`config.mk`:
```
export PLATFORM = sky130hd
export DESIGN_NAME = charge_state_detector_core
export DESIGN_NICKNAME = d
export VERILOG_FILES = /design/src/hdl/csd_pkg.sv /design/src/hdl/charge_state_detector_core.sv /design/src/hdl/csd_csr.sv /design/src/hdl/csd_detect.sv
export VERILOG_INCLUDE_DIRS = /design/src /design/src/hdl
export SDC_FILE = /design/constraint.sdc
export NUM_CORES = 1
export LEC_CHECK = 0
export BUFFER_PORTS_ARGS = -buffer_cell sky130_fd_sc_hd__buf_2
export CORE_ASPECT_RATIO = 0.7
export CORE_MARGIN = 2
export CORE_UTILIZATION = 55
export CTS_BUF_LIST = sky130_fd_sc_hd__clkbuf_4 sky130_fd_sc_hd__clkbuf_8
export DETAILED_ROUTE_END_ITERATION = 7
export GPL_TIMING_DRIVEN = 1
export PLACE_DENSITY = 0.73
export SYNTH_ARGS = -nofsm -noshare
export SYNTH_HDL_FRONTEND = slang
export SYNTH_SLANG_ARGS = --single-unit
```
`constraint.sdc`:
```
create_clock -name clock -period 11 [get_ports clock]
set_input_delay 0 -clock clock [delete_from_list [all_inputs] [get_ports clock]]
set_output_delay 0 -clock clock [all_outputs]
set_load 0.005 [all_outputs]
```
`src/hdl/charge_state_detector_core_macros.svh`:
```
// Assertion macros shared by the charge state detector RTL.
`ifndef CHARGE_STATE_DETECTOR_CORE_MACROS_SVH
`define CHARGE_STATE_DETECTOR_CORE_MACROS_SVH

// Property checked on every clock edge outside of reset.
`define CSD_ASSERT(lbl, clk, rst, prop, msg) \
   lbl: assert property (@(posedge clk) disable iff (rst) (prop)) else $error(msg);

// Property checked on every clock edge, reset included.
`define CSD_ASSERT_ALWAYS(lbl, clk, prop, msg) \
   lbl: assert property (@(posedge clk) (prop)) else $error(msg);

`endif

```
`src/hdl/csd_pkg.sv`:
```
// Shared widths, register indexes, reset values and types of the charge state detector.
package csd_pkg;

   localparam int VoltWidth     = 13;
   localparam int DeltaWidth    = 10;
   localparam int IntervalWidth = 16;
   localparam int HoldWidth     = 16;
   localparam int TimeWidth     = 32;
   localparam int CsrIndexWidth = 3;
   localparam int CsrDataWidth  = 16;

   // Register indexes of the configuration port.
   localparam logic [CsrIndexWidth-1:0] CSR_VALID_FLOOR   = 3'd0;
   localparam logic [CsrIndexWidth-1:0] CSR_USB_THRESHOLD = 3'd1;
   localparam logic [CsrIndexWidth-1:0] CSR_CV_THRESHOLD  = 3'd2;
   localparam logic [CsrIndexWidth-1:0] CSR_RISE_DELTA    = 3'd3;
   localparam logic [CsrIndexWidth-1:0] CSR_RISE_INTERVAL = 3'd4;
   localparam logic [CsrIndexWidth-1:0] CSR_HOLD          = 3'd5;

   // Values after reset.
   localparam logic [VoltWidth-1:0]     RST_VALID_FLOOR   = 13'd100;
   localparam logic [VoltWidth-1:0]     RST_USB_THRESHOLD = 13'd3450;
   localparam logic [VoltWidth-1:0]     RST_CV_THRESHOLD  = 13'd4100;
   localparam logic [DeltaWidth-1:0]    RST_RISE_DELTA    = 10'd12;
   localparam logic [IntervalWidth-1:0] RST_RISE_INTERVAL = 16'd3000;
   localparam logic [HoldWidth-1:0]     RST_HOLD          = 16'd15000;

   typedef struct packed {
      logic [VoltWidth-1:0]     valid_floor_mv;
      logic [VoltWidth-1:0]     usb_threshold_mv;
      logic [VoltWidth-1:0]     cv_threshold_mv;
      logic [DeltaWidth-1:0]    rise_delta_mv;
      logic [IntervalWidth-1:0] rise_interval_ms;
      logic [HoldWidth-1:0]     hold_ms;
   } csd_cfg_type;

endpackage

```
`src/hdl/charge_state_detector_core.sv`:
```
// Top level of the charge state detector: input register, detection and result register.
// A beat passes through the input register and then the result register.
// Throughput: one beat per cycle unless rsp_ready stalls; reference and hold state update
// in the same cycle that the sample leaves the input register, so each sample sees its predecessor's state.
// Reset (synchronous, active high) loads the default configuration and clears the
// reference, the hold deadline and both stage valid flags.
`include "charge_state_detector_core_macros.svh"

module charge_state_detector_core
   import csd_pkg::*;
(
   input  logic                     clock,
   input  logic                     reset,
   input  logic                     req_valid,
   output logic                     req_ready,
   input  logic [VoltWidth-1:0]     req_voltage_mv,
   input  logic                     req_usb_mounted,
   input  logic [TimeWidth-1:0]     req_now_ms,
   output logic                     rsp_valid,
   input  logic                     rsp_ready,
   output logic                     rsp_charging,
   input  logic                     csr_write_enable,
   input  logic [CsrIndexWidth-1:0] csr_index,
   input  logic [CsrDataWidth-1:0]  csr_write_data
);

   csd_cfg_type cfg;

   logic                 s1_valid_ff;
   logic                 s1_valid_in;
   logic [VoltWidth-1:0] s1_voltage_ff;
   logic                 s1_mounted_ff;
   logic [TimeWidth-1:0] s1_now_ff;
   logic                 s1_advance;
   logic                 charging;
   logic                 rsp_valid_ff;
   logic                 rsp_valid_in;
   logic                 rsp_charging_ff;

   csd_csr u_csr (
      .clock            (clock),
      .reset            (reset),
      .csr_write_enable (csr_write_enable),
      .csr_index        (csr_index),
      .csr_write_data   (csr_write_data),
      .cfg              (cfg)
   );

   csd_detect u_detect (
      .clock       (clock),
      .reset       (reset),
      .cfg         (cfg),
      .advance     (s1_advance),
      .voltage_mv  (s1_voltage_ff),
      .usb_mounted (s1_mounted_ff),
      .now_ms      (s1_now_ff),
      .charging    (charging)
   );

   // The input stage moves on when the result register is free or being emptied.
   assign s1_advance   = s1_valid_ff && (!rsp_valid_ff || rsp_ready);
   assign req_ready    = !s1_valid_ff || s1_advance;
   assign s1_valid_in  = req_ready ? req_valid : s1_valid_ff;
   assign rsp_valid_in = s1_advance || (rsp_valid_ff && !rsp_ready);

   // Input register.
   always_ff @(posedge clock) begin
      if (reset) begin
         s1_valid_ff <= 1'b0;
      end else begin
         s1_valid_ff <= s1_valid_in;
      end
   end

   always_ff @(posedge clock) begin
      if (req_valid && req_ready) begin
         s1_voltage_ff <= req_voltage_mv;
         s1_mounted_ff <= req_usb_mounted;
         s1_now_ff     <= req_now_ms;
      end
   end

   // Result register.
   always_ff @(posedge clock) begin
      if (reset) begin
         rsp_valid_ff <= 1'b0;
      end else begin
         rsp_valid_ff <= rsp_valid_in;
      end
   end

   always_ff @(posedge clock) begin
      if (s1_advance) begin
         rsp_charging_ff <= charging;
      end
   end

   assign rsp_valid    = rsp_valid_ff;
   assign rsp_charging = rsp_charging_ff;

   // A reading at or below the floor always answers not charging.
   `CSD_ASSERT(a_floor_not_charging, clock, reset,
      s1_advance && (s1_voltage_ff <= cfg.valid_floor_mv) |=> !rsp_charging,
      "reading at floor reported charging")
   // A valid reading at the constant-voltage threshold always answers charging.
   `CSD_ASSERT(a_cv_charging, clock, reset,
      s1_advance && (s1_voltage_ff > cfg.valid_floor_mv)
      && (s1_voltage_ff >= cfg.cv_threshold_mv) |=> rsp_charging,
      "reading at cv threshold not reported charging")
   // A sample held in the input stage is never dropped.
   `CSD_ASSERT(a_s1_kept, clock, reset,
      s1_valid_ff && !s1_advance |=> s1_valid_ff,
      "input stage beat lost")
   // A stalled result stays valid until taken.
   `CSD_ASSERT(a_rsp_kept, clock, reset,
      rsp_valid_ff && !rsp_ready |=> rsp_valid_ff && $stable(rsp_charging_ff),
      "stalled result beat changed")
   // Reset empties the input register and the result register.
   `CSD_ASSERT_ALWAYS(a_reset_empty, clock,
      reset |=> !rsp_valid_ff && !s1_valid_ff,
      "pipeline not empty after reset")

endmodule

```
`src/hdl/csd_csr.sv`:
```
// Configuration register file of the charge state detector.
module csd_csr
   import csd_pkg::*;
(
   input  logic                     clock,
   input  logic                     reset,
   input  logic                     csr_write_enable,
   input  logic [CsrIndexWidth-1:0] csr_index,
   input  logic [CsrDataWidth-1:0]  csr_write_data,
   output csd_cfg_type              cfg
);

   csd_cfg_type cfg_ff;
   csd_cfg_type cfg_in;

   // Decode the register index and merge the written field.
   always_comb begin
      cfg_in = cfg_ff;
      if (csr_write_enable) begin
         case (csr_index)
            CSR_VALID_FLOOR:   cfg_in.valid_floor_mv   = csr_write_data[VoltWidth-1:0];
            CSR_USB_THRESHOLD: cfg_in.usb_threshold_mv = csr_write_data[VoltWidth-1:0];
            CSR_CV_THRESHOLD:  cfg_in.cv_threshold_mv  = csr_write_data[VoltWidth-1:0];
            CSR_RISE_DELTA:    cfg_in.rise_delta_mv    = csr_write_data[DeltaWidth-1:0];
            CSR_RISE_INTERVAL: cfg_in.rise_interval_ms = csr_write_data[IntervalWidth-1:0];
            CSR_HOLD:          cfg_in.hold_ms          = csr_write_data[HoldWidth-1:0];
            default: begin
               // Unused indexes are ignored.
            end
         endcase
      end
   end

   always_ff @(posedge clock) begin
      if (reset) begin
         cfg_ff.valid_floor_mv   <= RST_VALID_FLOOR;
         cfg_ff.usb_threshold_mv <= RST_USB_THRESHOLD;
         cfg_ff.cv_threshold_mv  <= RST_CV_THRESHOLD;
         cfg_ff.rise_delta_mv    <= RST_RISE_DELTA;
         cfg_ff.rise_interval_ms <= RST_RISE_INTERVAL;
         cfg_ff.hold_ms          <= RST_HOLD;
      end else begin
         cfg_ff <= cfg_in;
      end
   end

   assign cfg = cfg_ff;

endmodule

```
`src/hdl/csd_detect.sv`:
```
// Detection logic with the reference sample and hold deadline state.
module csd_detect
   import csd_pkg::*;
(
   input  logic                 clock,
   input  logic                 reset,
   input  csd_cfg_type          cfg,
   input  logic                 advance,
   input  logic [VoltWidth-1:0] voltage_mv,
   input  logic                 usb_mounted,
   input  logic [TimeWidth-1:0] now_ms,
   output logic                 charging
);

   logic [VoltWidth-1:0] reference_mv_ff;
   logic [VoltWidth-1:0] reference_mv_in;
   logic [TimeWidth-1:0] reference_time_ms_ff;
   logic [TimeWidth-1:0] reference_time_ms_in;
   logic [TimeWidth-1:0] hold_deadline_ms_ff;
   logic [TimeWidth-1:0] hold_deadline_ms_in;

   logic                 reading_ok;
   logic                 by_threshold;
   logic                 has_reference;
   logic [TimeWidth-1:0] reference_age;
   logic                 reference_aged;
   logic [VoltWidth:0]   rise_limit;
   logic                 rose;
   logic                 take_reference;
   logic                 detected;
   logic [TimeWidth-1:0] hold_left;
   logic                 hold_active;

   // Threshold tests and the rise test against the stored reference.
   always_comb begin
      reading_ok     = voltage_mv > cfg.valid_floor_mv;
      by_threshold   = (usb_mounted && (voltage_mv > cfg.usb_threshold_mv))
                       || (voltage_mv >= cfg.cv_threshold_mv);
      has_reference  = reference_time_ms_ff != '0;
      reference_age  = now_ms - reference_time_ms_ff;
      reference_aged = reference_age
                       >= {{(TimeWidth-IntervalWidth){1'b0}}, cfg.rise_interval_ms};
      rise_limit     = {1'b0, reference_mv_ff}
                       + {{(VoltWidth+1-DeltaWidth){1'b0}}, cfg.rise_delta_mv};
      rose           = {1'b0, voltage_mv} > rise_limit;
      take_reference = by_threshold || !has_reference || reference_aged;
      detected       = by_threshold || (has_reference && reference_aged && rose);
      hold_left      = hold_deadline_ms_ff - now_ms;
      hold_active    = (hold_left != '0) && !hold_left[TimeWidth-1];
      charging       = reading_ok && (detected || hold_active);
   end

   // State changes only for a valid reading that moves on.
   always_comb begin
      reference_mv_in      = reference_mv_ff;
      reference_time_ms_in = reference_time_ms_ff;
      hold_deadline_ms_in  = hold_deadline_ms_ff;
      if (advance && reading_ok) begin
         if (take_reference) begin
            reference_mv_in      = voltage_mv;
            reference_time_ms_in = now_ms;
         end
         if (detected) begin
            hold_deadline_ms_in = now_ms + {{(TimeWidth-HoldWidth){1'b0}}, cfg.hold_ms};
         end
      end
   end

   always_ff @(posedge clock) begin
      if (reset) begin
         reference_mv_ff      <= '0;
         reference_time_ms_ff <= '0;
         hold_deadline_ms_ff  <= '0;
      end else begin
         reference_mv_ff      <= reference_mv_in;
         reference_time_ms_ff <= reference_time_ms_in;
         hold_deadline_ms_ff  <= hold_deadline_ms_in;
      end
   end

endmodule
```
# After elaboration in Yosys (flattened, before gate mapping)
# Cells that the tools add are included.
dict set report totals {
  register_bits 207
  inputBits 70
  elab_cells 62
}
dict set report op_classes {
  add_sub_neg 4
  order_cmp 5
  eq_ne 5
  reduce_logical 33
}
# op count
set ops {}
lappend ops {{$reduce_bool 32->1} 2}
lappend ops {{$sub 32x32->32} 2}
lappend ops {{$add 32x16->32} 1}
lappend ops {{$ge 32x16->1} 1}
lappend ops {{$gt 13x13->1} 2}
lappend ops {{$reduce_and 2->1} 8}
lappend ops {{$add 13x10->14} 1}
lappend ops {{$gt 13x14->1} 1}
lappend ops {{$ge 13x13->1} 1}
lappend ops {{$logic_and 1x1->1} 9}
lappend ops {{$logic_or 1x1->1} 8}
lappend ops {{$eq 3x2->1 const B} 2}
lappend ops {{$eq 3x3->1 const B} 2}
lappend ops {{$logic_not 1->1} 5}
lappend ops {{$eq 3x1->1 const B} 1}
lappend ops {{$logic_not 3->1} 1}

# Longest topological paths before layout
# Gate-level depths: netlist (run 1).
dict set report logic_depth {
  depth_word 7
  ltp_mapped 25
}

# Cells and area by module
# From an unflattened synthesis (run 1), not the netlist that was laid out.
dict set report hier_totals {
  cells_unflattened 1732
  area_unflattened_um2 14836.7
}
# mod n_inst cells_per_inst area_per_inst_um2 seq_area_each_um2
set modules_own_cells {}
lappend modules_own_cells {csd_detect 1 1372 10098.4 1541.5}
lappend modules_own_cells {csd_csr 1 303 3223.1 1621.6}
lappend modules_own_cells {charge_state_detector_core 1 57 1515.2 1451.4}

# Worst setup path before layout (run 1)
# OpenSTA, ideal clock, no wires.
dict set report synth_path {
  path_kind {register to register}
  start {register u_csr.cfg_ff (netlist bit u_csr.cfg[32])}
  end {register u_detect.hold_deadline_ms_ff[10]}
  setup_ps 121
  t_arrival_ps 4354
  path_slack_ps 6524
  stages_incl_launch_ff 24
  period_less_slack_ps 4476
  path_cell_list {dfxtp_1 -> ha_1 -> fa_1 -> a21o_1 -> a21oi_1 -> o21bai_1 -> a21oi_1 -> nor2b_1 -> o21a_1 -> o21ai_0 -> nand2b_1 -> a21oi_1 -> nor2_1 -> xnor2_1 -> ha_1 -> nand4_1 -> nor4_1 -> a2111oi_0 -> o41ai_1 -> o21ai_0 -> o211ai_2 -> nor3b_4 -> buf_6 -> mux2_4}
}
dict set report synth_via {
  elab_chain_len 5
}
# element line_no
set synth_lines {}
lappend synth_lines {{start, declared} csd_csr.sv:13} ;# csd_cfg_type cfg_ff;
lappend synth_lines {{start signal, assigned} csd_csr.sv:43} ;# cfg_ff <= cfg_in;
lappend synth_lines {{$add 13x10->14} csd_detect.sv:44} ;# + {{(VoltWidth+1-DeltaWidth){1'b0}}, cfg.rise_delta_mv};
lappend synth_lines {{$gt 13x14->1} csd_detect.sv:45} ;# rose = {1'b0, voltage_mv} > rise_limit;
lappend synth_lines {{$logic_and 1x1->1} csd_detect.sv:47} ;# detected = by_threshold || (has_reference && reference_aged && rose);
lappend synth_lines {{$logic_or 1x1->1} csd_detect.sv:47}
lappend synth_lines {{$reduce_and 2->1 (no line)} n/a}
lappend synth_lines {{end signal, assigned} csd_detect.sv:77} ;# hold_deadline_ms_ff <= hold_deadline_ms_in;
lappend synth_lines {{end, declared} csd_detect.sv:19} ;# logic [TimeWidth-1:0] hold_deadline_ms_ff;
# Every way passes these cells.
# A chain may end at the register's enable or synchronous reset.

# Final worst setup path (run 1)
dict set report layout_path {
  start {register s1_now_ff[1]}
  end {register u_detect.reference_time_ms_ff[31]}
}
dict set report layout_via {
  elab_chain_len 4
}
# element line_no
set layout_lines {}
lappend layout_lines {{start, declared} charge_state_detector_core.sv:33} ;# logic [TimeWidth-1:0] s1_now_ff;
lappend layout_lines {{start signal, assigned} charge_state_detector_core.sv:79} ;# s1_now_ff <= req_now_ms;
lappend layout_lines {{$sub 32x32->32} csd_detect.sv:40} ;# reference_age = now_ms - reference_time_ms_ff;
lappend layout_lines {{$ge 32x16->1} csd_detect.sv:42} ;# >= {{(TimeWidth-IntervalWidth){1'b0}}, cfg.rise_interval_ms};
lappend layout_lines {{$logic_or 1x1->1} csd_detect.sv:46} ;# take_reference = by_threshold || !has_reference || reference_aged;
lappend layout_lines {{$reduce_and 2->1 (no line)} n/a}
lappend layout_lines {{end signal, assigned} csd_detect.sv:76} ;# reference_time_ms_ff <= reference_time_ms_in;
lappend layout_lines {{end, declared} csd_detect.sv:17} ;# logic [TimeWidth-1:0] reference_time_ms_ff;
# Every way passes these cells.

==> results.rst, run 1 <==
.. list-table::
   :header-rows: 1

   * - Metric
     - Value
   * - Status
     - complete, no violations
   * - Number of clock buffers inserted by TritonCTS
     - 36
   * - Biggest fanout along the worst timing path
     - 32
   * - Count of buffers added by post-CTS timing repair for setup
     - 0
   * - Required time at the worst-slack endpoint
     - around 11,000 ps
   * - Half-perimeter wire length after detailed placement
     - between 30,000 and 40,000 um
   * - Top post-synthesis cells by count
     - 222 x sky130_fd_sc_hd__nand2_1, 160 x sky130_fd_sc_hd__dfxtp_1, 156 x sky130_fd_sc_hd__ha_1
   * - Post-synth design cell area
     - roughly 0.015 sq mm
   * - Clock Latency Late Sink
     - 570 ps
   * - Overall fraction of global-route tracks in use
     - 0.304
   * - Fin. Hold Viols
     - 0
   * - Power density of the placed cells
     - approximately 130 mW/mm^2
   * - Max Transition Viols Final
     - 0
   * - Leak pwr
     - slightly above 7 nW
   * - Initial antenna violation count
     - 2
   * - Average cell area after synthesis
     - ~8.4 sq um
   * - Classification of the worst setup path
     - reg2reg
   * - Port bufs
     - 72
   * - Buffers plus inverters on the worst setup path
     - 1
   * - Slew headroom
     - 0.258
   * - Unrepaired setup endpoints after global routing
     - no
   * - Power Total
     - around 2.1 mW
   * - Async set or reset register ratio after synthesis
     - 0
   * - CTS tree
     - built
   * - Clock-pin slew on the worst setup and hold paths
     - about 70 ps
   * - Final count of negative-setup-slack endpoints
     - 0
   * - Number of enable flip-flop cells after synthesis
     - 47
   * - Detailed-route wire length per cell
     - 18.9 um
   * - Largest voltage drop on the vdd net
     - just over 0.08 mV
   * - Worst-Margin Slew
     - 1110 ps
   * - Number of buffers inserted by hold repair at cts
     - between 60 and 70
   * - Cell type with the highest aggregate area in the netlist
     - sky130_fd_sc_hd__dfxtp_1
   * - Starting density of the core
     - 0.566
   * - Maximum frequency from static timing analysis
     - approximately 160 MHz
   * - Most frequently used cell type in the post-synthesis netlist
     - sky130_fd_sc_hd__nand2_1
   * - Class of the worst hold path
     - in2reg
   * - First-pass GRT wire length
     - between 60,000 and 70,000 um
   * - Total via count after detailed routing
     - about 13,000
   * - Number of H-tree levels
     - 2
   * - Via-per-instance ratio
     - between 5 and 6
   * - Cells after synthesis
     - 1,751
   * - Cell type group with the largest total delay on the critical path
     - compound AO/OA/AOI/OAI gates
   * - Fraction of layout cells with a size suffix above 1
     - 0.107
   * - Max_cap viols
     - 0
   * - Startpoint type of the worst setup path
     - register
   * - Number of global-route vias before repair
     - 12,500
   * - Number of top-level pins
     - 73
   * - Number of distinct standard cells referenced by the synthesized netlist
     - 85
   * - Die boundary height
     - between 100 and 150 um
   * - Largest cells by area after synthesis
     - sky130_fd_sc_hd__dfxtp_1 22%, sky130_fd_sc_hd__ha_1 13%, sky130_fd_sc_hd__edfxtp_1 9.6%
   * - TNS Setup
     - 0 ps
   * - Chip width
     - between 150 and 200 um
   * - Fraction of the cycle the final worst path needs
     - 0.574
   * - Global route overflow
     - 0
   * - Maximum buffer depth of the clock tree
     - 3
   * - Fillers
     - roughly 2,300
   * - Largest net degree at the start of global routing
     - about 100
   * - Number of clock sinks seen by CTS
     - a little over 200
   * - Number of warnings reported in the yosys synthesis log
     - 0
   * - Floorplan Core Area
     - 0.0259 sq mm
   * - Synth top area share
     - 0.218
   * - CP max-delay cell
     - sky130_fd_sc_hd__o31ai_4
   * - Nets in the synthesized netlist
     - 1,981
   * - Master cell of the clock root buffer
     - sky130_fd_sc_hd__clkbuf_8
   * - Number of nets at the end of the flow
     - roughly 2,100
   * - Final routed DRC violation total
     - 0
   * - Post-synthesis sequential element count
     - ~210
   * - Register area share after synthesis
     - 0.314
   * - Starting DRC count in detailed routing
     - approximately 1,200
   * - Pre-antenna DRT Iters
     - 8
   * - Delay of the slowest critical-path stage
     - 960 ps
   * - Total Wirelength
     - 42,600 um
   * - DRT antenna net count
     - 0
   * - Setup crit end kind
     - register
   * - Dominant synthesized flop cell
     - sky130_fd_sc_hd__dfxtp_1
   * - Top cell by count, worst path
     - sky130_fd_sc_hd__nor2_1
   * - Post-cts resize count
     - 0
   * - Final Wtd Congestion
     - around 0.97
   * - Area growth from synthesis to layout
     - 13.6%
   * - Post-layout minimum cycle time
     - about 6300 ps
   * - Clock Skew
     - about 31 ps
   * - Signal arrival time at the worst endpoint
     - roughly 6700 ps
   * - CP cell instances
     - ha_1 -> nor2b_4 -> o31a_1 -> o21ai_0 -> a21oi_1 -> a32oi_1 -> nor2_1 -> nor2_1 -> xnor2_1 -> ha_1 -> a21oi_1 -> o31ai_1 -> a2111oi_0 -> nor4bb_1 -> o2111ai_1 -> nor4_1 -> nand4_1 -> o31ai_4 -> buf_4 -> mux2i_1 -> nor2_1
   * - FF-to-FF setup slack
     - around 4700 ps
   * - Placement Rows
     - a little under 50
   * - Die area
     - approximately 0.028 sq mm
==> flip-flops by register name, summed over array words and instances, names as in the netlist, 13 cells and up <==
signal / count
u_detect.reference_mv_ff: 13
u_detect.reference_time_ms_ff: 32
s1_voltage_ff: 13
u_csr.cfg: 81
u_detect.hold_deadline_ms_ff: 32
s1_now_ff: 32
==> layout make-up <==
cell class / count / area [sq um] / share of cell area
clock inverters: 9 / 100 / 0.00600
inverters: 148 / 556 / 0.0333
flip-flops and latches: 207 / 4610 / 0.277
well taps: 357 / 447 / 0.0268
repair buffers: 147 / 1100 / 0.0661
multi-input cells: 1327 / 9140 / 0.548
clock buffers: 57 / 709 / 0.0425
diodes: 2 / 5.00 / 0.000300
==> worst register-to-register path, cell delays in order, from the launching register on <==
cell and delay [ps]:
sky130_fd_sc_hd__edfxtp_1 490, sky130_fd_sc_hd__ha_1 360, sky130_fd_sc_hd__nor2b_4 140, sky130_fd_sc_hd__o31a_1 270, sky130_fd_sc_hd__o21ai_0 230, sky130_fd_sc_hd__a21oi_1 150, sky130_fd_sc_hd__a32oi_1 310, sky130_fd_sc_hd__nor2_1 80
sky130_fd_sc_hd__nor2_1 130, sky130_fd_sc_hd__xnor2_1 150, sky130_fd_sc_hd__ha_1 290, sky130_fd_sc_hd__a21oi_1 170, sky130_fd_sc_hd__o31ai_1 90, sky130_fd_sc_hd__a2111oi_0 340, sky130_fd_sc_hd__nor4bb_1 310, sky130_fd_sc_hd__o2111ai_1 140
sky130_fd_sc_hd__nor4_1 230, sky130_fd_sc_hd__nand4_1 340, sky130_fd_sc_hd__o31ai_4 970, sky130_fd_sc_hd__buf_4 620, sky130_fd_sc_hd__mux2i_1 340, sky130_fd_sc_hd__nor2_1 70
==> cells by family (layout without fill, tap and decap cells) <==
group,after synthesis,count (layout),share of synthesized area
and+or+nand+nor,611,611,0.199
AOI/OAI and AO/OA,408,408,0.180
buffers and inverters,217,361,0.0633
DFF,207,207,0.314
adders and majority gates,160,160,0.138
muxes,81,81,0.0654
xor gates and xnor gates,67,67,0.0400
other,0,2,0
==> worst paths after layout <==
kind	endpoint	from	depth (start not counted)
worst max-delay path	u_detect.reference_time_ms_ff[31]	s1_now_ff[1]	21
worst min-delay path	u_csr.cfg[45]	csr_index[1]	6
worst max register to register	u_detect.reference_time_ms_ff[31]	s1_now_ff[1]	21
worst min register to register	u_csr.cfg[64]	u_csr.cfg[64]	2
==> metrics by stage <==
step / utilization / instances / worst slack, ps / area [sq um] / hold WS [ps]
floorplan: - / 1751 / 6520 / 14700 / 98.9
global placement: 0.585 / 2117 / 5020 / 15200 / 177
detailed placement: 0.585 / 2117 / 4790 / 15200 / 178
CTS: 0.643 / 2252 / 4790 / 16700 / 11.6
global route: 0.643 / 2254 / 4190 / 16700 / 69.8
finish: 0.643 / 2254 / 4690 / 16700 / 55.9
==> per-layer routing <==
layer  up-vias  track usage  routed length, um  part of all wire
li1       6440            -                  -                 -
met1      6262        0.471              20500              0.48
met2       567        0.414              16500              0.39
met3        86       0.0667               4530              0.11
met4         0       0.0892               1080             0.025
met5         -            0                  0                 0
==> power breakdown <==
group | switching, mW | internal [mW] | total (mW)
Combinational | 0.278 | 0.202 | 0.480
Sequential | 0.0374 | 0.812 | 0.850
Clock | 0.339 | 0.459 | 0.798
==> cell usage in the layout, fill, tap and decap left out, types with 6 or more instances in the layout <==
master                          Yosys  layout
sky130_fd_sc_hd__mux2_4            29      29
sky130_fd_sc_hd__buf_2              6      71
sky130_fd_sc_hd__a31o_2             6       6
sky130_fd_sc_hd__nand2_1          222     222
sky130_fd_sc_hd__o31ai_1            8       8
sky130_fd_sc_hd__a31oi_1           13      13
sky130_fd_sc_hd__nand2b_1          16      16
sky130_fd_sc_hd__inv_1            148     148
sky130_fd_sc_hd__nor4_1            22      22
sky130_fd_sc_hd__o2111ai_1          9       9
sky130_fd_sc_hd__buf_4              1       6
sky130_fd_sc_hd__o21bai_1          12      12
sky130_fd_sc_hd__a21o_1            30      30
sky130_fd_sc_hd__ha_1             156     156
sky130_fd_sc_hd__a211oi_1          15      15
sky130_fd_sc_hd__a211o_1           19      19
sky130_fd_sc_hd__edfxtp_1          47      47
sky130_fd_sc_hd__xor2_1            21      21
sky130_fd_sc_hd__nand4_1           27      27
sky130_fd_sc_hd__nor3_1            18      18
sky130_fd_sc_hd__mux2i_1           49      49
sky130_fd_sc_hd__dfxtp_1          160     160
sky130_fd_sc_hd__nand3b_1          19      19
sky130_fd_sc_hd__and3_1            13      13
sky130_fd_sc_hd__nor2b_1           55      55
sky130_fd_sc_hd__o211ai_1           9       9
sky130_fd_sc_hd__nand3_1           26      26
sky130_fd_sc_hd__dlygate4sd3_1      0      69
sky130_fd_sc_hd__or3_1              6       6
sky130_fd_sc_hd__o21ai_0           59      59
sky130_fd_sc_hd__nor2_1           155     155
sky130_fd_sc_hd__xnor2_1           46      46
sky130_fd_sc_hd__clkbuf_4           0      12
sky130_fd_sc_hd__clkbuf_8           0      45
sky130_fd_sc_hd__a21oi_1          151     151
sky130_fd_sc_hd__o21a_1            16      16
sky130_fd_sc_hd__a2111oi_0          6       6
sky130_fd_sc_hd__and2_1             7       6
Power figures use the tool's default switching activity.
==> run 2: changes to the inputs <==
- ABC_AREA: not set -> 1
- PLACE_DENSITY: 0.73 -> 0.75
- clock period: 11 -> 5.47 ns (I/O delays scaled with it)
==> results.rst, run 2 <==
.. list-table::
   :header-rows: 1

   * - Metric
     - Value
   * - Status
     - complete, no violations (unchanged)
   * - Share of the synthesized area in compound gates (AO/OA/AOI/OAI)
     - 0.131 (was 0.180)
   * - Xor-xnor portion of the synthesized cell area
     - 0.0391 (was 0.0400)
   * - Number of top-level pins
     - 73 (unchanged)
   * - Final routed DRC violation total
     - 0 (unchanged)
   * - Largest cells by area after synthesis
     - sky130_fd_sc_hd__dfxtp_1 21%, sky130_fd_sc_hd__nand2_1 14%, sky130_fd_sc_hd__ha_1 13% (was sky130_fd_sc_hd__dfxtp_1 22%, sky130_fd_sc_hd__ha_1 13%, sky130_fd_sc_hd__edfxtp_1 9.6%)
   * - Number of H-tree levels
     - 2 (unchanged)
   * - Delay of the slowest critical-path stage
     - 580 ps (was 960 ps)
   * - Total Wirelength
     - 47,700 um (was 42,600 um)
   * - Die area
     - 0.0295 sq mm (was 0.0280 sq mm)
   * - Biggest fanout along the worst timing path
     - 46 (was 32)
   * - Fraction of the cycle the final worst path needs
     - 0.794 (was 0.574)
   * - Signal arrival time at the worst endpoint
     - 4720 ps (was 6730 ps)
   * - Maximum frequency from static timing analysis
     - 230 MHz (was 158 MHz)
   * - Cells after synthesis
     - 2,269 (was 1,751)
   * - Largest voltage drop on the vdd net
     - 0.186 mV (was 0.0831 mV)
   * - Top post-synthesis cells by count
     - 580 x sky130_fd_sc_hd__nand2_1, 330 x sky130_fd_sc_hd__inv_1, 226 x sky130_fd_sc_hd__a21oi_1 (was 222 x sky130_fd_sc_hd__nand2_1, 160 x sky130_fd_sc_hd__dfxtp_1, 156 x sky130_fd_sc_hd__ha_1)
   * - Number of distinct standard cells referenced by the synthesized netlist
     - 49 (was 85)
   * - Setup crit end kind
     - register (unchanged)
   * - Top cell by count, worst path
     - sky130_fd_sc_hd__nand2_1 (was sky130_fd_sc_hd__nor2_1)
   * - Cell type with the highest aggregate area in the netlist
     - sky130_fd_sc_hd__dfxtp_1 (unchanged)
   * - Leading cell type in the layout, fill and taps excluded
     - sky130_fd_sc_hd__nand2_1 (unchanged)
   * - Floorplan Core Area
     - 0.0277 sq mm (was 0.0259 sq mm)
   * - Number of cells in the finished layout apart from fillers
     - 2,798 (was 2,254)
   * - Final Wtd Congestion
     - 0.981 (was 0.972)
   * - Final count of negative-setup-slack endpoints
     - 0 (unchanged)
   * - Power density of the placed cells
     - 259 mW/mm^2 (was 128 mW/mm^2)
   * - Unrepaired setup endpoints after global routing
     - no (unchanged)
   * - Initial antenna violation count
     - 1 (was 2)
   * - Fin. Hold Viols
     - 0 (unchanged)
   * - Detailed-route wire length per cell
     - 17.0 um (was 18.9 um)
   * - Buffers plus inverters on the worst setup path
     - 3 (was 1)
   * - Clock Latency Late Sink
     - 540 ps (was 570 ps)
   * - Startpoint type of the worst setup path
     - register (unchanged)
   * - Worst hold margin
     - 61.3 ps (was 55.9 ps)
   * - Post-synthesis sequential element count
     - 207 (unchanged)
   * - Post-synthesis share of cell area spent on and, or, nand and nor gates
     - 0.298 (was 0.199)
   * - Total via count after detailed routing
     - 15,300 (was 13,400)
   * - Post-Synth Adder-Cell Area
     - 0.131 (was 0.138)
   * - Maximum buffer depth of the clock tree
     - 3 (unchanged)
   * - Overall fraction of global-route tracks in use
     - 0.325 (was 0.304)
   * - Number of nets at the end of the flow
     - 2,630 (was 2,097)
   * - Fraction of layout cells with a size suffix above 1
     - 0.0882 (was 0.107)
   * - Sequential standard cell area
     - 0.00461 sq mm (unchanged)
   * - Nets in the synthesized netlist
     - 2,499 (was 1,981)
   * - Leading cell types in the layout, fill and taps excluded
     - 580 x sky130_fd_sc_hd__nand2_1, 328 x sky130_fd_sc_hd__inv_1, 226 x sky130_fd_sc_hd__a21oi_1, 199 x sky130_fd_sc_hd__nor2_1, 160 x sky130_fd_sc_hd__dfxtp_1 (was 222 x sky130_fd_sc_hd__nand2_1, 160 x sky130_fd_sc_hd__dfxtp_1, 156 x sky130_fd_sc_hd__ha_1, 155 x sky130_fd_sc_hd__nor2_1, 151 x sky130_fd_sc_hd__a21oi_1)
   * - Starting density of the core
     - 0.558 (was 0.566)
   * - Half-perimeter wire length after detailed placement
     - 36,100 um (was 31,400 um)
   * - Worst reg-to-reg path cell count
     - 21 (unchanged)
   * - Number of warnings reported in the yosys synthesis log
     - 0 (unchanged)
   * - Area growth from synthesis to layout
     - 13.5% (was 13.6%)
   * - Port bufs
     - 72 (unchanged)
   * - Via-per-instance ratio
     - 5.48 (was 5.93)
   * - First-pass GRT wire length
     - 75,100 um (was 66,600 um)
   * - Register area share after synthesis
     - 0.298 (was 0.314)
   * - Number of global-route vias before repair
     - 14,300 (was 12,500)
   * - Post-layout minimum cycle time
     - 4340 ps (was 6310 ps)
   * - Largest net degree at the start of global routing
     - 67 (was 104)
   * - Placement Rows
     - 51 (was 49)
   * - Max Transition Viols Final
     - 0 (unchanged)
   * - Die boundary height
     - 144 um (was 141 um)
   * - Max_cap viols
     - 0 (unchanged)
   * - Clock Skew
     - 36.2 ps (was 30.8 ps)
   * - Max FFs per register
     - 81 (unchanged)
   * - Cell depth of the worst min-delay path
     - 3 (was 6)
   * - Fillers
     - 2,604 (was 2,251)
   * - CTS tree
     - built (unchanged)
   * - Number of enable flip-flop cells after synthesis
     - 47 (unchanged)
   * - Number of stages on the worst setup path
     - 21 (unchanged)
   * - Leak pwr
     - 8.50 nW (was 7.28 nW)
   * - TNS Setup
     - 0 ps (unchanged)
   * - Number of clock buffers inserted by TritonCTS
     - 34 (was 36)
   * - Slew headroom
     - 0.223 (was 0.258)
   * - CP cell instances
     - inv_1 -> fa_1 -> inv_1 -> nand2_1 -> nand2_1 -> and2_1 -> xor2_1 -> ha_1 -> a21oi_1 -> o21a_1 -> nand2_1 -> nand2_1 -> a21oi_1 -> nor2_1 -> nand3_1 -> nor2_4 -> nand3_4 -> buf_4 -> nand2_4 -> nand2_1 -> a21oi_1 (was ha_1 -> nor2b_4 -> o31a_1 -> o21ai_0 -> a21oi_1 -> a32oi_1 -> nor2_1 -> nor2_1 -> xnor2_1 -> ha_1 -> a21oi_1 -> o31ai_1 -> a2111oi_0 -> nor4bb_1 -> o2111ai_1 -> nor4_1 -> nand4_1 -> o31ai_4 -> buf_4 -> mux2i_1 -> nor2_1)
   * - Class of the worst hold path
     - in2reg (unchanged)
   * - Dominant synthesized flop cell
     - sky130_fd_sc_hd__dfxtp_1 (unchanged)
   * - Number of clock sinks seen by CTS
     - 207 (unchanged)
   * - Mux cell area share after synthesis
     - 0 (was 0.0654)
   * - Async set or reset register ratio after synthesis
     - 0 (unchanged)
   * - Classification of the worst setup path
     - reg2reg (unchanged)
   * - Combinational family with the most area after synthesis
     - simple AND/OR/NAND/NOR gates (unchanged)
   * - Starting DRC count in detailed routing
     - 1,458 (was 1,202)
   * - Worst-Margin Slew
     - 1170 ps (was 1110 ps)
   * - Pre-antenna DRT Iters
     - 5 (was 8)
   * - Synth top area share
     - 0.207 (was 0.218)
   * - Global route overflow
     - 0 (unchanged)
   * - Average cell area after synthesis
     - 6.81 sq um (was 8.38 sq um)
   * - Clock-pin slew on the worst setup and hold paths
     - 70 ps (about the same)
   * - DRT antenna net count
     - 0 (unchanged)
   * - Cell type group with the largest total delay on the critical path
     - simple AND/OR/NAND/NOR gates (was compound AO/OA/AOI/OAI gates)
   * - Post-synth design cell area
     - 0.0155 sq mm (was 0.0147 sq mm)
   * - Count of buffers added by post-CTS timing repair for setup
     - 0 (unchanged)
   * - Most frequently used cell type in the post-synthesis netlist
     - sky130_fd_sc_hd__nand2_1 (unchanged)
   * - Combined area of the multi-input logic cells
     - 0.00928 sq mm (was 0.00914 sq mm)
   * - Chip width
     - 204 um (was 199 um)
   * - Master cell of the clock root buffer
     - sky130_fd_sc_hd__clkbuf_8 (unchanged)
   * - Total instance count after detailed placement
     - 2,668 (was 2,117)
   * - CP max-delay cell
     - sky130_fd_sc_hd__edfxtp_1 (was sky130_fd_sc_hd__o31ai_4)
   * - Required time at the worst-slack endpoint
     - 5850 ps (was 11,420 ps)
[run 2: cell count changes after synthesis, sizes merged, moves of 27 or more]
cell   before  now
a21oi     153  226
inv       148  339
mux2       32    0
mux2i      49    0
nand2     222  601
nand3      26  160
nor2      155  213
nor2b      56    0
o21ai      64   97
xnor2      46   19
xor2       21   50
[run 2: per-layer routing]
| metal | track usage | up-vias | wire length [um] |
|---|---|---|---|
| met4 | 0.0782 | 0 | 895 |
| met3 | 0.0708 | 73 | 4950 |
| met2 | 0.472 | 633 | 19000 |
| li1 | - | 7634 | - |
| met1 | 0.487 | 6994 | 22800 |
| met5 | 0 | - | 0 |
[run 2: what timing repair did]
item | 4_1_cts | 5_1_grt
hold buffers | 67 | 0
hold endpoints to repair | 130 | 0
gates resized for setup | 0 | 0
setup endpoints to repair | 0 | 0
[run 2: kinds of logic (layout without fill, tap and decap cells)]
family	count (synthesis)	count (layout)
xor+xnor	69	69
simple gates	1060	1060
compound gates	378	378
buf+inv	395	551
flops	207	207
other cells	0	2
fa+ha+maj	160	160
[run 2: path summary, 6_finish.rpt]
check	startpoint	to	slack, ps
worst max-delay path	s1_now_ff[1]	u_detect.reference_time_ms_ff[17]	1130
worst min-delay path	reset	u_detect.reference_mv_ff[10]	60
worst max register to register	s1_now_ff[1]	u_detect.reference_time_ms_ff[17]	1130
worst min register to register	u_csr.cfg[78]	u_csr.cfg[78]	460
[run 2: cell type report]
class | instances | area share
sequential | 207 | 0.263
clock inverter | 8 | 0.00656
antenna | 2 | 0.000285
clock buffer | 53 | 0.0387
multi-input combinational | 1667 | 0.529
timing repair buffer | 148 | 0.0633
inverter | 342 | 0.0731
tap | 371 | 0.0264
[run 2: worst register-to-register path, stage by stage (launching register included)]
cell and delay [ps]:
sky130_fd_sc_hd__edfxtp_1 580, sky130_fd_sc_hd__inv_1 270, sky130_fd_sc_hd__fa_1 510, sky130_fd_sc_hd__inv_1 120, sky130_fd_sc_hd__nand2_1 60, sky130_fd_sc_hd__nand2_1 70
sky130_fd_sc_hd__and2_1 180, sky130_fd_sc_hd__xor2_1 240, sky130_fd_sc_hd__ha_1 190, sky130_fd_sc_hd__a21oi_1 60, sky130_fd_sc_hd__o21a_1 160, sky130_fd_sc_hd__nand2_1 60
sky130_fd_sc_hd__nand2_1 50, sky130_fd_sc_hd__a21oi_1 190, sky130_fd_sc_hd__nor2_1 60, sky130_fd_sc_hd__nand3_1 120, sky130_fd_sc_hd__nor2_4 60, sky130_fd_sc_hd__nand3_4 60
sky130_fd_sc_hd__buf_4 430, sky130_fd_sc_hd__nand2_4 430, sky130_fd_sc_hd__nand2_1 210, sky130_fd_sc_hd__a21oi_1 80
[run 2: power by group]
part | total, mW | internal [mW] | switching [mW]
clock network | 1.60 | 0.933 | 0.670
registers | 1.73 | 1.65 | 0.0778
logic | 1.22 | 0.442 | 0.779
total | 4.55 | 3.02 | 1.53
[run 2: through the flow]
step / utilization / setup WS, ps / area [sq um] / total power [mW]
2_1_floorplan: - / 2100 / 15500 / 2.60
3_3_place_gp: 0.581 / 1330 / 16100 / 2.88
3_5_place_dp: 0.581 / 1260 / 16100 / 2.90
4_1_cts: 0.634 / 1240 / 17500 / 4.53
5_1_grt: 0.634 / 825 / 17500 / 4.79
6_report: 0.634 / 1130 / 17600 / 4.55
==> run 3: changes to the inputs <==
- PLACE_DENSITY: 0.75 -> 0.73
- clock period: 5.47 -> 4.25 ns (I/O delays scaled with it)
==> results.rst, run 3 (same netlist as run 2, synthesis figures left out) <==
.. list-table::
   :header-rows: 1

   * - Metric
     - Value
   * - Worst-Margin Slew
     - 1160 ps (was 1170 ps)
   * - Clock Latency Late Sink
     - 550 ps (was 540 ps)
   * - Post-layout minimum cycle time
     - 3990 ps (was 4340 ps)
   * - Clock Skew
     - 21.3 ps (was 36.2 ps)
   * - Half-perimeter wire length after detailed placement
     - 35,700 um (was 36,100 um)
   * - Signal arrival time at the worst endpoint
     - 4420 ps (was 4720 ps)
   * - Die boundary height
     - 144 um (unchanged)
   * - Chip width
     - 204 um (unchanged)
   * - Max_cap viols
     - 0 (unchanged)
   * - Final Wtd Congestion
     - 0.962 (was 0.981)
   * - Final count of negative-setup-slack endpoints
     - 0 (unchanged)
   * - Worst hold margin
     - 85.1 ps (was 61.3 ps)
   * - Number of clock sinks seen by CTS
     - 207 (unchanged)
   * - Overall fraction of global-route tracks in use
     - 0.326 (was 0.325)
   * - Number of clock buffers inserted by TritonCTS
     - 35 (was 34)
   * - Classification of the worst setup path
     - reg2reg (unchanged)
   * - Leading cell type in the layout, fill and taps excluded
     - sky130_fd_sc_hd__nand2_1 (unchanged)
   * - Number of H-tree levels
     - 2 (unchanged)
   * - Min setup slack post-route
     - 261 ps (was 1130 ps)
   * - Largest net degree at the start of global routing
     - 80 (was 67)
   * - Starting DRC count in detailed routing
     - 1,522 (was 1,458)
   * - Total Wirelength
     - 47,600 um (was 47,700 um)
   * - Class of the worst hold path
     - in2reg (unchanged)
   * - Unrepaired setup endpoints after global routing
     - no (unchanged)
   * - Required time at the worst-slack endpoint
     - 4680 ps (was 5850 ps)
   * - Port bufs
     - 72 (unchanged)
   * - Starting density of the core
     - 0.558 (unchanged)
   * - First-pass GRT wire length
     - 75,200 um (was 75,100 um)
   * - Number of global-route vias before repair
     - 14,300 (about the same)
   * - Slew headroom
     - 0.223 (about the same)
   * - Via-per-instance ratio
     - 5.51 (was 5.48)
   * - Maximum frequency from static timing analysis
     - 251 MHz (was 230 MHz)
   * - Max Transition Viols Final
     - 0 (unchanged)
   * - Area growth from synthesis to layout
     - 14.0% (was 13.5%)
   * - Biggest fanout along the worst timing path
     - 33 (was 46)
   * - Setup crit end kind
     - register (unchanged)
   * - Number of top-level pins
     - 73 (unchanged)
   * - Largest voltage drop on the vdd net
     - 0.226 mV (was 0.186 mV)
   * - Post-route cell area
     - 0.0176 sq mm (about the same)
   * - Fillers
     - 2,515 (was 2,604)
   * - Fin. Hold Viols
     - 0 (unchanged)
   * - Placement-stage cell area
     - 0.0161 sq mm (about the same)
   * - Leading cell types in the layout, fill and taps excluded
     - 580 x sky130_fd_sc_hd__nand2_1, 328 x sky130_fd_sc_hd__inv_1, 226 x sky130_fd_sc_hd__a21oi_1, 199 x sky130_fd_sc_hd__nor2_1, 160 x sky130_fd_sc_hd__dfxtp_1 (unchanged)
   * - TNS Setup
     - 0 ps (unchanged)
   * - Master cell of the clock root buffer
     - sky130_fd_sc_hd__clkbuf_8 (unchanged)
   * - Status
     - complete, no violations (unchanged)
   * - Initial antenna violation count
     - 0 (was 1)
   * - Setup slack at placement
     - 205 ps (was 1260 ps)
   * - Startpoint type of the worst setup path
     - register (unchanged)
   * - Clock-pin slew on the worst setup and hold paths
     - 60 ps (was 70 ps)
   * - Max FFs per register
     - 81 (unchanged)
   * - Power density of the placed cells
     - 328 mW/mm^2 (was 259 mW/mm^2)
   * - Fraction of layout cells with a size suffix above 1
     - 0.0931 (was 0.0882)
   * - Count of buffers added by post-CTS timing repair for setup
     - 0 (unchanged)
   * - Floorplan Core Area
     - 0.0277 sq mm (unchanged)
   * - Total via count after detailed routing
     - 15,500 (was 15,300)
   * - Die area
     - 0.0295 sq mm (unchanged)
   * - Detailed-route wire length per cell
     - 16.9 um (was 17.0 um)
   * - Global route overflow
     - 0 (unchanged)
   * - Placement Rows
     - 51 (unchanged)
   * - CTS tree
     - built (unchanged)
   * - Pre-antenna DRT Iters
     - 7 (was 5)
   * - Maximum buffer depth of the clock tree
     - 3 (unchanged)
   * - DRT antenna net count
     - 0 (unchanged)
   * - Leak pwr
     - 8.55 nW (was 8.50 nW)
   * - Final routed DRC violation total
     - 0 (unchanged)
   * - Number of nets at the end of the flow
     - 2,640 (was 2,630)
   * - Fraction of the cycle the final worst path needs
     - 0.939 (was 0.794)
-- run 3: changes by cell type in the layout (fill, tap and decap cells not counted), moves of 2 or more --
cell                            change
sky130_fd_sc_hd__clkinv_2           +2
sky130_fd_sc_hd__clkinv_1           -2
sky130_fd_sc_hd__buf_4              +5
sky130_fd_sc_hd__clkbuf_4           +6
sky130_fd_sc_hd__dlygate4sd3_1      +2
sky130_fd_sc_hd__bufinv_16          -2
sky130_fd_sc_hd__clkbuf_8           -2
-- run 3: metrics by stage --
stage / total power [mW] / util / cells
global route: 6.10 / 0.636 / 2808
CTS: 5.75 / 0.635 / 2807
global placement: 3.71 / 0.583 / 2674
floorplan: 3.34 / - / 2269
finish: 5.79 / 0.636 / 2809
detailed placement: 3.74 / 0.583 / 2674
-- run 3: cell type report --
cell class / count / area [sq um] / share of cell area
antenna: 1 / 2.50 / 0.000142
clock inverter: 7 / 66.3 / 0.00376
multi-input combinational: 1667 / 9280 / 0.527
timing repair buffer: 157 / 1210 / 0.0689
clock buffer: 57 / 697 / 0.0395
sequential: 207 / 4610 / 0.262
tap: 371 / 464 / 0.0263
inverter: 342 / 1280 / 0.0728
-- run 3: timing repair --
item / 4_1_cts / 5_1_grt
resized for setup: 0 / 2
hold buffers: 69 / 0
setup endpoints to repair: 0 / 33
endpoints found under the hold margin: 130 / 0
-- run 3: worst paths after layout --
kind                                        from                              end  slack (ps)  cells past startpoint
worst max-delay path               u_csr.cfg[32]  u_detect.hold_deadline_ms_ff[2]         260                     25
worst min-delay path            csr_write_enable                    u_csr.cfg[70]          90                      6
worst max register to register     u_csr.cfg[32]  u_detect.hold_deadline_ms_ff[2]         260                     25
worst min register to register     u_csr.cfg[62]                    u_csr.cfg[62]         470                      2
-- run 3: worst max-delay path: stages (launching register included) --
cell,delay [ps]
sky130_fd_sc_hd__dfxtp_1,320
sky130_fd_sc_hd__ha_1,240
sky130_fd_sc_hd__fa_1,410
sky130_fd_sc_hd__nand3_1,90
sky130_fd_sc_hd__nand2_1,80
sky130_fd_sc_hd__a21oi_1,200
sky130_fd_sc_hd__o21bai_1,130
sky130_fd_sc_hd__a21oi_1,140
sky130_fd_sc_hd__o21ai_1,110
sky130_fd_sc_hd__nand2_1,80
sky130_fd_sc_hd__nand2_1,50
sky130_fd_sc_hd__nand2_1,50
sky130_fd_sc_hd__nand2_1,80
sky130_fd_sc_hd__nand3_1,90
sky130_fd_sc_hd__xor2_1,200
sky130_fd_sc_hd__ha_1,290
sky130_fd_sc_hd__and3_1,160
sky130_fd_sc_hd__nand3_1,80
sky130_fd_sc_hd__o211ai_1,100
sky130_fd_sc_hd__nor3_2,240
sky130_fd_sc_hd__nand2_2,80
sky130_fd_sc_hd__nand2_2,160
sky130_fd_sc_hd__buf_12,240
sky130_fd_sc_hd__nand3_1,110
sky130_fd_sc_hd__nand2_1,100
sky130_fd_sc_hd__nor2_1,50
-- run 3: per-layer routing --
metal  up-vias  track usage  part of all wire
met5         -            0                 0
met4         0       0.0931             0.025
met3       108       0.0795              0.11
met2       669        0.467              0.39
met1      7022        0.481              0.48
li1       7677            -                 -
-- run 3: where the power goes --
part | total [mW] | switching, mW | internal (mW)
sequential | 2.22 | 0.102 | 2.12
clock | 1.97 | 0.868 | 1.10
combinational | 1.59 | 1.01 | 0.583
total | 5.79 | 1.98 | 3.81
